**src/rtl/core/mbg_pkg.sv**
```systemverilog
package mbg_pkg;

	localparam int CRD_W = 6;

	localparam logic [1:0] CELL_OPEN = 2'd0;
	localparam logic [1:0] CELL_UNVISITED = 2'd1;
	localparam logic [1:0] CELL_WALL = 2'd2;

	localparam logic [1:0] DIR_PLUS_SECOND = 2'd0;
	localparam logic [1:0] DIR_MINUS_FIRST = 2'd1;
	localparam logic [1:0] DIR_MINUS_SECOND = 2'd2;
	localparam logic [1:0] DIR_PLUS_FIRST = 2'd3;

	typedef enum logic [1:0] {
		OP_INIT = 2'd0,
		OP_DRAW = 2'd1,
		OP_READ = 2'd2,
		OP_EXIT = 2'd3
	} op_t;

	typedef enum logic [3:0] {
		S_IDLE,
		S_CLEAR,
		S_TGT_RD,
		S_TGT_CHK,
		S_CARVE,
		S_PROBE,
		S_PROBE_CHK,
		S_POP,
		S_CELL_RD,
		S_CELL_CHK,
		S_EXIT,
		S_RESP
	} state_t;

endpackage

```
**src/rtl/core/mbg_ram.sv**
```systemverilog
module mbg_ram #(
	parameter int WIDTH = 2,
	parameter int DEPTH = 441,
	localparam int AW = $clog2(DEPTH)
) (
	input  logic             clk,
	input  logic             we,
	input  logic [AW-1:0]    waddr,
	input  logic [WIDTH-1:0] wdata,
	input  logic [AW-1:0]    raddr,
	output logic [WIDTH-1:0] rdata
);

	logic [WIDTH-1:0] mem [DEPTH];

	always_ff @(posedge clk) begin
		if (we) begin
			mem[waddr] <= wdata;
		end
		rdata <= mem[raddr];
	end

endmodule

```
**src/rtl/core/mbg_probe.sv**
```systemverilog
module mbg_probe import mbg_pkg::*; #(
	parameter int SIDE = 21,
	localparam int AW = $clog2(SIDE * SIDE)
) (
	input  logic [CRD_W-1:0] f,
	input  logic [CRD_W-1:0] s,
	input  logic [1:0]       dir,
	input  logic             step_en,
	output logic             in_area,
	output logic [CRD_W-1:0] tf,
	output logic [CRD_W-1:0] ts,
	output logic [AW-1:0]    addr,
	output logic [AW-1:0]    mid_addr
);

	always_comb begin
		tf = f;
		ts = s;
		in_area = 1'b1;
		if (step_en) begin
			case (dir)
				DIR_PLUS_SECOND: begin
					ts = s + CRD_W'(2);
					in_area = (s <= CRD_W'(SIDE - 4));
				end
				DIR_MINUS_FIRST: begin
					tf = f - CRD_W'(2);
					in_area = (f >= CRD_W'(3));
				end
				DIR_MINUS_SECOND: begin
					ts = s - CRD_W'(2);
					in_area = (s >= CRD_W'(3));
				end
				default: begin
					tf = f + CRD_W'(2);
					in_area = (f <= CRD_W'(SIDE - 4));
				end
			endcase
		end
	end

	assign addr = AW'(tf) * AW'(SIDE) + AW'(ts);

	always_comb begin
		case (dir)
			DIR_PLUS_SECOND: mid_addr = addr - AW'(1);
			DIR_MINUS_FIRST: mid_addr = addr + AW'(SIDE);
			DIR_MINUS_SECOND: mid_addr = addr + AW'(1);
			default: mid_addr = addr - AW'(SIDE);
		endcase
	end

endmodule

```
**src/rtl/core/maze_backtracker_generator.sv**
```systemverilog
// Each item yields exactly one result, pulsed on strobe for one cycle; the receiver cannot stall
// it. After reset the grid is rewritten one cell per cycle, with busy high throughout; an init
// item does the same and then gives its result. A read checks that the cell lies inside the grid,
// reads it only if so, and then gives its result; an exit writes the exit cell before its result.
// A draw after generation has finished goes straight to its result. Any other draw skips a target
// outside the inner area or a blocked target, or carves the wall and the target cell, then probes
// the neighbors one at a time through the single grid read port; each popped dead end adds a fresh
// probe of up to four neighbors, and the result follows the last probe. A draw can run long when a
// long dead-end chain unwinds. The return-position stack keeps STACK_DEPTH entries; when full, a
// move still carves but its return position is dropped.
module maze_backtracker_generator import mbg_pkg::*; #(
	parameter int SIDE = 21,
	parameter int STACK_DEPTH = 128
) (
	input  logic       clk,
	input  logic       arst_n,
	input  logic       start,
	output logic       busy,
	input  logic [1:0] opcode,
	input  logic [1:0] direction,
	input  logic [4:0] cell_first,
	input  logic [4:0] cell_second,
	output logic       strobe,
	output logic       carved,
	output logic [4:0] pos_first,
	output logic [4:0] pos_second,
	output logic [1:0] cell_value,
	output logic       done_res
);

	localparam int CELLS = SIDE * SIDE;
	localparam int AW = $clog2(CELLS);
	localparam int SAW = $clog2(STACK_DEPTH);
	localparam int DW = $clog2(STACK_DEPTH + 1);
	localparam int SW = 2 * CRD_W;
	localparam logic [AW-1:0] EXIT_ADDR = AW'((SIDE - 1) * SIDE + SIDE - 2);

	state_t state_q, state_nx;

	logic [CRD_W-1:0] wf_q, ws_q;
	logic [DW-1:0] depth_q;
	logic finished_q, carved_q, clr_resp_q;
	logic [1:0] cell_value_q, dir_q, pdir_q;
	logic [4:0] cf_q, cs_q;
	logic [CRD_W-1:0] clr_row_q, clr_col_q;
	logic [AW-1:0] clr_addr_q;

	logic [CRD_W-1:0] pr_f, pr_s, pr_tf, pr_ts;
	logic [1:0] pr_dir;
	logic pr_step, pr_in_area;
	logic [AW-1:0] pr_addr, pr_mid;

	logic g_we;
	logic [AW-1:0] g_waddr, g_raddr;
	logic [1:0] g_wdata, g_rdata, clr_val;
	logic s_we;
	logic [DW-1:0] depth_m1;
	logic [SW-1:0] s_rdata;
	logic dead_end, clr_last, cell_in, cq_in;

	mbg_probe #(.SIDE(SIDE)) u_probe (
		.f(pr_f), .s(pr_s), .dir(pr_dir), .step_en(pr_step),
		.in_area(pr_in_area), .tf(pr_tf), .ts(pr_ts), .addr(pr_addr), .mid_addr(pr_mid)
	);

	mbg_ram #(.WIDTH(2), .DEPTH(CELLS)) u_grid (
		.clk(clk), .we(g_we), .waddr(g_waddr), .wdata(g_wdata),
		.raddr(g_raddr), .rdata(g_rdata)
	);

	mbg_ram #(.WIDTH(SW), .DEPTH(STACK_DEPTH)) u_stack (
		.clk(clk), .we(s_we), .waddr(depth_q[SAW-1:0]), .wdata({wf_q, ws_q}),
		.raddr(depth_m1[SAW-1:0]), .rdata(s_rdata)
	);

	assign depth_m1 = depth_q - DW'(1);
	assign clr_last = (clr_addr_q == AW'(CELLS - 1));
	assign cell_in = (CRD_W'(cell_first) < CRD_W'(SIDE)) && (CRD_W'(cell_second) < CRD_W'(SIDE));
	assign cq_in = (CRD_W'(cf_q) < CRD_W'(SIDE)) && (CRD_W'(cs_q) < CRD_W'(SIDE));

	always_comb begin
		if (clr_row_q == '0 || clr_col_q == '0 || clr_row_q == CRD_W'(SIDE - 1) ||
				clr_col_q == CRD_W'(SIDE - 1)) begin
			clr_val = CELL_WALL;
		end else if (clr_row_q == CRD_W'(1) && clr_col_q == CRD_W'(1)) begin
			clr_val = CELL_OPEN;
		end else begin
			clr_val = CELL_UNVISITED;
		end
	end

	always_comb begin
		pr_f = wf_q;
		pr_s = ws_q;
		pr_dir = pdir_q;
		pr_step = 1'b1;
		if (state_q == S_CELL_RD) begin
			pr_f = CRD_W'(cf_q);
			pr_s = CRD_W'(cs_q);
			pr_step = 1'b0;
		end else if (state_q == S_TGT_RD || state_q == S_TGT_CHK || state_q == S_CARVE) begin
			pr_dir = dir_q;
		end
	end

	always_comb begin
		dead_end = 1'b0;
		if (state_q == S_PROBE) begin
			dead_end = !pr_in_area && pdir_q == 2'd3;
		end else if (state_q == S_PROBE_CHK) begin
			dead_end = g_rdata != CELL_UNVISITED && pdir_q == 2'd3;
		end
	end

	always_comb begin
		state_nx = state_q;
		case (state_q)
			S_IDLE: begin
				if (start) begin
					case (op_t'(opcode))
						OP_INIT: state_nx = S_CLEAR;
						OP_DRAW: state_nx = finished_q ? S_RESP : S_TGT_RD;
						OP_READ: state_nx = S_CELL_RD;
						default: state_nx = S_EXIT;
					endcase
				end
			end
			S_CLEAR: begin
				if (clr_last) begin
					state_nx = clr_resp_q ? S_RESP : S_IDLE;
				end
			end
			S_TGT_RD: state_nx = pr_in_area ? S_TGT_CHK : S_PROBE;
			S_TGT_CHK: state_nx = (g_rdata == CELL_UNVISITED) ? S_CARVE : S_PROBE;
			S_CARVE: state_nx = S_PROBE;
			S_PROBE: begin
				if (pr_in_area) begin
					state_nx = S_PROBE_CHK;
				end else if (dead_end) begin
					state_nx = (depth_q == '0) ? S_RESP : S_POP;
				end
			end
			S_PROBE_CHK: begin
				if (g_rdata == CELL_UNVISITED) begin
					state_nx = S_RESP;
				end else if (dead_end) begin
					state_nx = (depth_q == '0) ? S_RESP : S_POP;
				end else begin
					state_nx = S_PROBE;
				end
			end
			S_POP: state_nx = S_PROBE;
			S_CELL_RD: state_nx = cq_in ? S_CELL_CHK : S_RESP;
			S_CELL_CHK: state_nx = S_RESP;
			S_EXIT: state_nx = S_RESP;
			S_RESP: state_nx = S_IDLE;
			default: state_nx = S_IDLE;
		endcase
	end

	always_comb begin
		g_we = 1'b0;
		g_waddr = pr_addr;
		g_wdata = CELL_OPEN;
		g_raddr = pr_addr;
		s_we = 1'b0;
		case (state_q)
			S_CLEAR: begin
				g_we = 1'b1;
				g_waddr = clr_addr_q;
				g_wdata = clr_val;
			end
			S_TGT_CHK: begin
				g_we = (g_rdata == CELL_UNVISITED);
				g_waddr = pr_mid;
			end
			S_CARVE: begin
				g_we = 1'b1;
				s_we = (depth_q < DW'(STACK_DEPTH));
			end
			S_EXIT: begin
				g_we = 1'b1;
				g_waddr = EXIT_ADDR;
			end
			default: begin
				g_we = 1'b0;
			end
		endcase
	end

	always_ff @(posedge clk or negedge arst_n) begin
		if (!arst_n) begin
			state_q <= S_CLEAR;
			wf_q <= CRD_W'(1);
			ws_q <= CRD_W'(1);
			depth_q <= '0;
			finished_q <= 1'b0;
			clr_resp_q <= 1'b0;
			clr_row_q <= '0;
			clr_col_q <= '0;
			clr_addr_q <= '0;
		end else begin
			state_q <= state_nx;
			if (state_q == S_IDLE && start && op_t'(opcode) == OP_INIT) begin
				wf_q <= CRD_W'(1);
				ws_q <= CRD_W'(1);
				depth_q <= '0;
				finished_q <= 1'b0;
				clr_resp_q <= 1'b1;
				clr_row_q <= '0;
				clr_col_q <= '0;
				clr_addr_q <= '0;
			end
			if (state_q == S_CLEAR) begin
				clr_addr_q <= clr_addr_q + AW'(1);
				if (clr_col_q == CRD_W'(SIDE - 1)) begin
					clr_col_q <= '0;
					clr_row_q <= clr_row_q + CRD_W'(1);
				end else begin
					clr_col_q <= clr_col_q + CRD_W'(1);
				end
			end
			if (state_q == S_CARVE) begin
				wf_q <= pr_tf;
				ws_q <= pr_ts;
				if (s_we) begin
					depth_q <= depth_q + DW'(1);
				end
			end
			if (dead_end) begin
				if (depth_q == '0) begin
					finished_q <= 1'b1;
				end else begin
					depth_q <= depth_m1;
				end
			end
			if (state_q == S_POP) begin
				wf_q <= s_rdata[SW-1:CRD_W];
				ws_q <= s_rdata[CRD_W-1:0];
			end
		end
	end

	always_ff @(posedge clk) begin
		if (state_q == S_IDLE && start) begin
			dir_q <= direction;
			cf_q <= cell_first;
			cs_q <= cell_second;
			carved_q <= 1'b0;
			cell_value_q <= (op_t'(opcode) == OP_READ && !cell_in) ? CELL_WALL : CELL_OPEN;
		end
		if (state_q == S_TGT_RD || state_q == S_TGT_CHK || state_q == S_CARVE ||
				state_q == S_POP) begin
			pdir_q <= 2'd0;
		end else if ((state_q == S_PROBE && !pr_in_area) || state_q == S_PROBE_CHK) begin
			pdir_q <= pdir_q + 2'd1;
		end
		if (state_q == S_CARVE) begin
			carved_q <= 1'b1;
		end
		if (state_q == S_CELL_CHK) begin
			cell_value_q <= g_rdata;
		end
	end

	assign busy = (state_q != S_IDLE);
	assign strobe = (state_q == S_RESP);
	assign carved = carved_q;
	assign pos_first = 5'(wf_q);
	assign pos_second = 5'(ws_q);
	assign cell_value = cell_value_q;
	assign done_res = finished_q;

endmodule

```
**config.mk**
```make
export PLATFORM = sky130hd
export DESIGN_NAME = maze_backtracker_generator
export DESIGN_NICKNAME = d
export VERILOG_FILES = /design/src/rtl/core/mbg_pkg.sv /design/src/rtl/core/mbg_ram.sv /design/src/rtl/core/mbg_probe.sv /design/src/rtl/core/maze_backtracker_generator.sv
export SDC_FILE = /design/constraint.sdc
export NUM_CORES = 2
export LEC_CHECK = 0
export ABC_AREA = 1
export BUFFER_PORTS_ARGS = -buffer_cell sky130_fd_sc_hd__buf_2
export CAP_MARGIN = 15
export CORE_MARGIN = 2
export CORE_UTILIZATION = 55
export CTS_CLUSTER_DIAMETER = 120
export CTS_CLUSTER_SIZE = 20
export DETAILED_ROUTE_END_ITERATION = 10
export PLACE_DENSITY = 0.71
export SLEW_MARGIN = 30
export SYNTH_ARGS = -nofsm -noshare
export SYNTH_HDL_FRONTEND = slang
export SYNTH_SLANG_ARGS = --single-unit
```
**constraint.sdc**
```tcl
create_clock -name clk -period 43.4 [get_ports clk]
set_clock_uncertainty 0.2 [all_clocks]
set_input_delay 8.68 -clock clk [delete_from_list [all_inputs] [get_ports clk]]
set_output_delay 8.68 -clock clk [all_outputs]
set_load 0.02 [all_outputs]
```
After elaboration in Yosys (flattened, before gate mapping)
Memory sizes are Yosys's and may differ from the RTL's. A register that Yosys moved wholly into a read port is not among the register bits.
Index checks and enable logic that the tools add are counted.
- add/sub/neg operators: 15
- multiply operators: 1
- order comparisons: 9
- eq/ne operators: 26
- multiplexer cells: 61
- reductions and logical operators: 33
- operator list (operator ; count):
    6-bit 2-to-1 mux ; 15
    9-bit case mux with 3 select lines ; 2
    8-bit 2-to-1 mux ; 5
    4-bit 2-to-1 mux ; 9
    4-bit case mux with 9 select lines ; 1
    6-bit case mux with 2 select lines ; 2
    5-bit less-than comparator, second input constant ; 4
    9-bit by 1-bit adder with 9-bit output, second input constant ; 2
    9-bit 2-to-1 mux ; 2
    4-bit by 3-bit equality test with 1-bit output, second input constant ; 4
    4-bit equality test, second input constant ; 4
    2-bit 2-to-1 mux ; 8
    1-bit 2-to-1 mux ; 13
    6-bit by 1-bit adder with 6-bit output, second input constant ; 2
    6-bit by 2-bit adder with 6-bit output, second input constant ; 2
    6-bit by 1-bit equality test with 1-bit output, second input constant ; 2
    6-bit by 5-bit equality test with 1-bit output, second input constant ; 2
    6-bit by 2-bit greater-or-equal comparator with 1-bit output, second input constant ; 2
    6-bit by 5-bit <= comparator with 1-bit output, second input constant ; 2
    6-bit zero test ; 2
    4-bit case mux with 3 select lines ; 1
    6-bit by 2-bit subtractor with 6-bit output, second input constant ; 2
    9-bit by 5-bit adder with 9-bit output, second input constant ; 1
    9-bit by 6-bit adder with 9-bit output ; 1
    30 further kinds ; 55
- flip-flop bits (word level): 64
- bits in writable memories: 2418
- input bits: 17
- output and inout port bits: 16
- logic and storage cells: 162
- memories: 2
- memories (memory ; words ; width ; rd ports ; clocked after Yosys merged registers in ; wr ports ; line ; source):
    u_stack.mem ; 128 ; 12 ; 1 ; 1 ; 1 ; mbg_ram.sv:14 ; logic [WIDTH-1:0] mem [DEPTH];
    u_grid.mem ; 441 ; 2 ; 1 ; 1 ; 1 ; mbg_ram.sv:14 ;

Logic depth before layout (Yosys ltp)
- depth after elaboration: 14
- gate-level depth with buffers: 46
- depth with buffers taken out: 45

Cells and area by module
Synthesis repeated with hierarchy kept, for this count alone.
- cell total of the unflattened synthesis: 9512
- area, all modules: 106054.2 µm²
- modules (own cells, without submodules) (module ; instances ; cells each ; area an instance (µm²) ; seq. area each (µm²)):
    mbg_ram (u_stack) ; 1 ; 5265 ; 62752.7 ; 46364.5
    mbg_ram (u_grid) ; 1 ; 3436 ; 37611.1 ; 26525.4
    maze_backtracker_generator ; 1 ; 568 ; 4070.2 ; 1660.3
    mbg_probe ; 1 ; 243 ; 1620.3 ; 0.0

Worst setup path after synthesis
No wires, ideal clock.
- path kind: register to register
- start: register clr_col_q[0]
- end: memory u_grid.mem[0][1] (data pin)
- setup time: 2.831 ns
- arrival: 13.887 ns
- required time: 40.369 ns
- slack: 26.482 ns
- stages on the path, launching flop included: 5
- buffers on the path: 0
- clock period less this slack: 16.918 ns
- cells stage by stage: dfrtp_1 -> inv_1 -> ha_1 -> nand3_1 -> a31oi_1
- word-level cells in the longest chain between the ends: 6
- elaborated cells between the ends (all ways): 7
- those cells by class: 1 x eq/ne; 2 x mux; 4 x reduce/logical
- ends and longest elaborated chain (what ; line ; source):
    start, declared ; maze_backtracker_generator.sv:45 ; logic [CRD_W-1:0] clr_row_q, clr_col_q;
    start signal, assigned ; maze_backtracker_generator.sv:220 ; clr_col_q <= clr_col_q + CRD_W'(1);
    6-bit zero test ; maze_backtracker_generator.sv:82 ; if (clr_row_q == '0 || clr_col_q == '0 || clr_row_q == CRD_W'(SIDE - 1) ||
    1-bit logical OR (2 in series) ; maze_backtracker_generator.sv:82 ;
    1-bit logical OR * ; maze_backtracker_generator.sv:82 ;
    2-bit 2-to-1 mux * ; maze_backtracker_generator.sv:82 ;
    2-bit 2-to-1 mux * ; maze_backtracker_generator.sv:167 ; case (state_q)
    via g_wdata[1] ; maze_backtracker_generator.sv:55 ; logic [1:0] g_wdata, g_rdata, clr_val;
    end, declared ; mbg_ram.sv:14 ;
The timed path passes the listed nets; every way through them passes the cells marked *.

Worst setup path in the final report
- start: register state_q[1]
- end: output busy
- word-level cells in the longest chain between the ends: 1
- ends and longest elaborated chain (what ; line ; source):
    start, declared ; maze_backtracker_generator.sv:38 ; state_t state_q, state_nx;
    start signal, assigned ; maze_backtracker_generator.sv:203 ; state_q <= state_nx;
    4-bit nonzero test ; maze_backtracker_generator.sv:266 ; assign busy = (state_q != S_IDLE);
    end, declared ; maze_backtracker_generator.sv:18 ; output logic busy,
No other way between the ends.

==> run_results.csv <==
group,metric,value,unit
placed_design,dp.cells,10300,
placed_design,port_buffers,32,
critical_path,timing.rr.end,"u_grid.mem[395][1]",
placed_design,gp_congestion,0.8884,
timing,holdWs,0.2737,ns
final_layout,drive_gt1_share,7.363,%
global_routing,first_global_vias,65070,
timing,max_freq,0.09135,GHz
timing,relSlewSlack,33.96,%
logic_synthesis,synthArstFlopShare,1.883,%
logic_synthesis,yosysUniqueCellTypes,60,
final_layout,nets,8049,
timing,hold_viol_final,0,
final_layout,stdcell_count,10490,
drt,vias,68180,
logic_synthesis,yosysTopAreaCellShare,71.06,%
drt,wl_per_cell,25.92,um
critical_path,path_cells,"inv_2 > nand2_1 > nor2_1 > inv_1 > buf_2",
cts,cts_resized,0,
die,start_util,55.37,%
die,die-area,190300,um^2
critical_path,rrSetupSlack,33.88,ns
drt,drt-total-wl,272000,um
worst_hold_path,hold_end,"carved",
drt,drt_pass1_iterations,6,
logic_synthesis,yosysWarnings,0,
cts,path_clk_slew,0.09,ns
critical_path,crit_path_end_kind,"output pin",
cts,cts_tree,"done",
drt,dr.first_iter.drc_count,9501,
critical_path,worstSetupPathType,"flip-flop to output pin",
timing,final-setup-viol-count,0,
timing,maxSlewViolCount,0,
cts,htreeDepth,4,
critical_path,start_kind,"flip-flop",
global_routing,grt_usage,27.97,%
critical_path,path_buf_inv,3,
critical_path,rr_startpoint,"state_q[0]",
die,rows,158,
die,io_pins,33,
global_routing,overflow,0,
cts,clock-sinks,2496,
die,coreArea,185600,um^2
logic_synthesis,synth.area.top_cells,"edfxtp_1, o21ai_0, nor2_1, o221ai_1, clkbuf_1",
cts,cts_made_buffers,142,
critical_path,critical_path_arrival,2.07,ns
drt,via_per_inst,6.497,
logic_synthesis,yosys.area.top_type,"edfxtp_1",
critical_path,critical-path-slowest-cell,"dfrtp_1",
global_routing,grt_start_max_net_pins,244,
logic_synthesis,syn_nets,8290,
worst_hold_path,hp-class,"flip-flop to flip-flop",
timing,tns,0,ns
cts,cts-root-buf,"clkbuf_16",
logic_synthesis,synth_edf_count,2432,
critical_path,cp_max_fo,7,
cts,clkLatencyLatePin,0.83,ns
timing,period_needed,10.95,ns
cts,cts_buffer_depth,3,
critical_path,reg2regPathDepth,34,
run,drv_cap,0,
critical_path,crit_path_max_incr_delay,0.46,ns
cts,cts_hold_buffers,0,
final_layout,syn_to_final_growth,6.776,%
timing,finalCritPeriodShare,25.22,%
drt,ant_nets,0,
placed_design,dp_hpwl,149500,um
logic_synthesis,ys_ff_latch,2496,
global_routing,grt_pass1_wl,403700,um
logic_synthesis,syn_area_per_cell,12.51,um^2
critical_path,cp.required,34.52,ns
global_routing,antenna_found_initial,7,
logic_synthesis,synth_cells,8213,
worst_hold_path,whs_path_depth,2,
logic_synthesis,ys.flop_type,"edfxtp_1",
die,die_w,436.3,um
timing,rsz0062_at_grt,"false",
die,die_h,436.3,um
drt,drc_errors,0,
worst_hold_path,min_from,"carved",
logic_synthesis,syn-cell-area,102800,um^2
critical_path,cp_top_family,"flip-flops",
cts,cts_setup_buffers,0,
outcome,status,"complete, no violations",
timing,worst_slew_pin_slew,0.9882,ns
logic_synthesis,seq_area_frac_synth,72.54,%
[synthesized netlist by cell type, types with 4 or more instances]
cell      number
ha_1          52
nor2_2         4
nand4_1        9
o221a_2       15
nand3_4        8
nand3_1      217
nand2_1      305
mux2i_1       29
inv_2         26
clkinv_1       4
o221ai_1     339
o21ai_1        9
nor2_1      1782
a21oi_1       47
nor3_1       143
edfxtp_1    2432
xnor2_1        4
dfrtp_1       44
fa_1           8
nand4_2        7
nor2_4         5
o22ai_1      287
buf_2         34
o21a_1         9
o21ai_0     1474
clkbuf_1     564
inv_1        142
a31oi_1        9
xor2_1        17
o211ai_1      96
buf_4         10
nand2_2       10
buf_1         11
dfxtp_1       17
[flip-flops by register name, summed over array words and instances, names as in the netlist, 4 cells and up]
signal	flops
cs_q	5
clr_col_q	6
state_q	4
depth_q	8
wf_q	6
u_stack.mem	1536
ws_q	6
clr_row_q	6
clr_addr_q	9
u_grid.mem	882
cf_q	5
u_stack.rdata	12
[cell type report]
cell class,count,area [um^2]
multi-input combinational,4924,25540
sequential,2496,74600
clock inverter,12,165.2
fill,14260,75890
inverter,172,679.4
antenna,1,2.502
clock buffer,173,3755
tap,2480,3103
timing repair buffer,236,1899
[cell families (layout without fill, tap and decap cells)]
family | count (synthesis) | count (layout) | share of synthesized area [%]
xor+xnor | 22 | 22 | 0.1948
mux | 29 | 29 | 0.2824
fa+ha+maj | 60 | 60 | 0.7889
simple gates | 2505 | 2505 | 9.937
buf+inv | 793 | 593 | 2.997
other cells | 0 | 1 | 0
flops | 2496 | 2496 | 72.54
compound gates | 2308 | 2308 | 13.26
[cell usage in the layout (no fill, tap or decap), types with 96 or more instances in the layout]
| cell | count |
|---|---|
| clkbuf_16 | 146 |
| o21ai_0 | 1474 |
| o211ai_1 | 96 |
| nor2_1 | 1730 |
| o221ai_1 | 339 |
| buf_4 | 183 |
| edfxtp_1 | 2432 |
| nand3_1 | 215 |
| nand2_1 | 287 |
| o22ai_1 | 287 |
| nor3_1 | 143 |
| inv_1 | 137 |
[worst reg2reg max path, delay by kind of cell, from the launching register on]
family	cells	cell delay, ns
AOI/OAI and AO/OA	9	1.85
and+or+nand+nor	10	2.36
adders and majority gates	7	2.74
buffers and inverters	8	1.43
DFF	1	0.58
[through the flow]
step	util (%)	area, um^2	worst slack, ns
floorplan	-	102800	26.48
global placement	56.84	105500	32.34
detailed placement	56.93	105700	32.28
CTS	59.05	109600	32.41
global route	59.12	109700	32.36
finish	59.12	109700	32.45
[worst max-delay path by stage]
| stage | startpoint | to | depth (start not counted) |
|---|---|---|---|
| 3_3_place_gp | start | depth_q[1] | 11 |
| 2_1_floorplan | clr_col_q[0] | u_grid.mem[0][1] | 4 |
| 6_report | state_q[1] | busy | 5 |
| 4_1_cts | wf_q[4] | pos_first[4] | 1 |
| 5_1_grt | state_q[1] | busy | 5 |
| 3_5_place_dp | start | depth_q[1] | 11 |
[per-layer routing]
metal  global-route usage (%)  vias to the layer above  wire [um]
met5                        0                        -         23
met4                    12.60                        2      13490
met3                    3.968                      650      26210
met2                    44.92                     3835     128400
met1                    38.23                    33760     104000
li1                         -                    29930          -
Power is left out: the tool's default activity adds up to more than one toggle a clock period on the data nets, which glitch-free logic cannot reach.
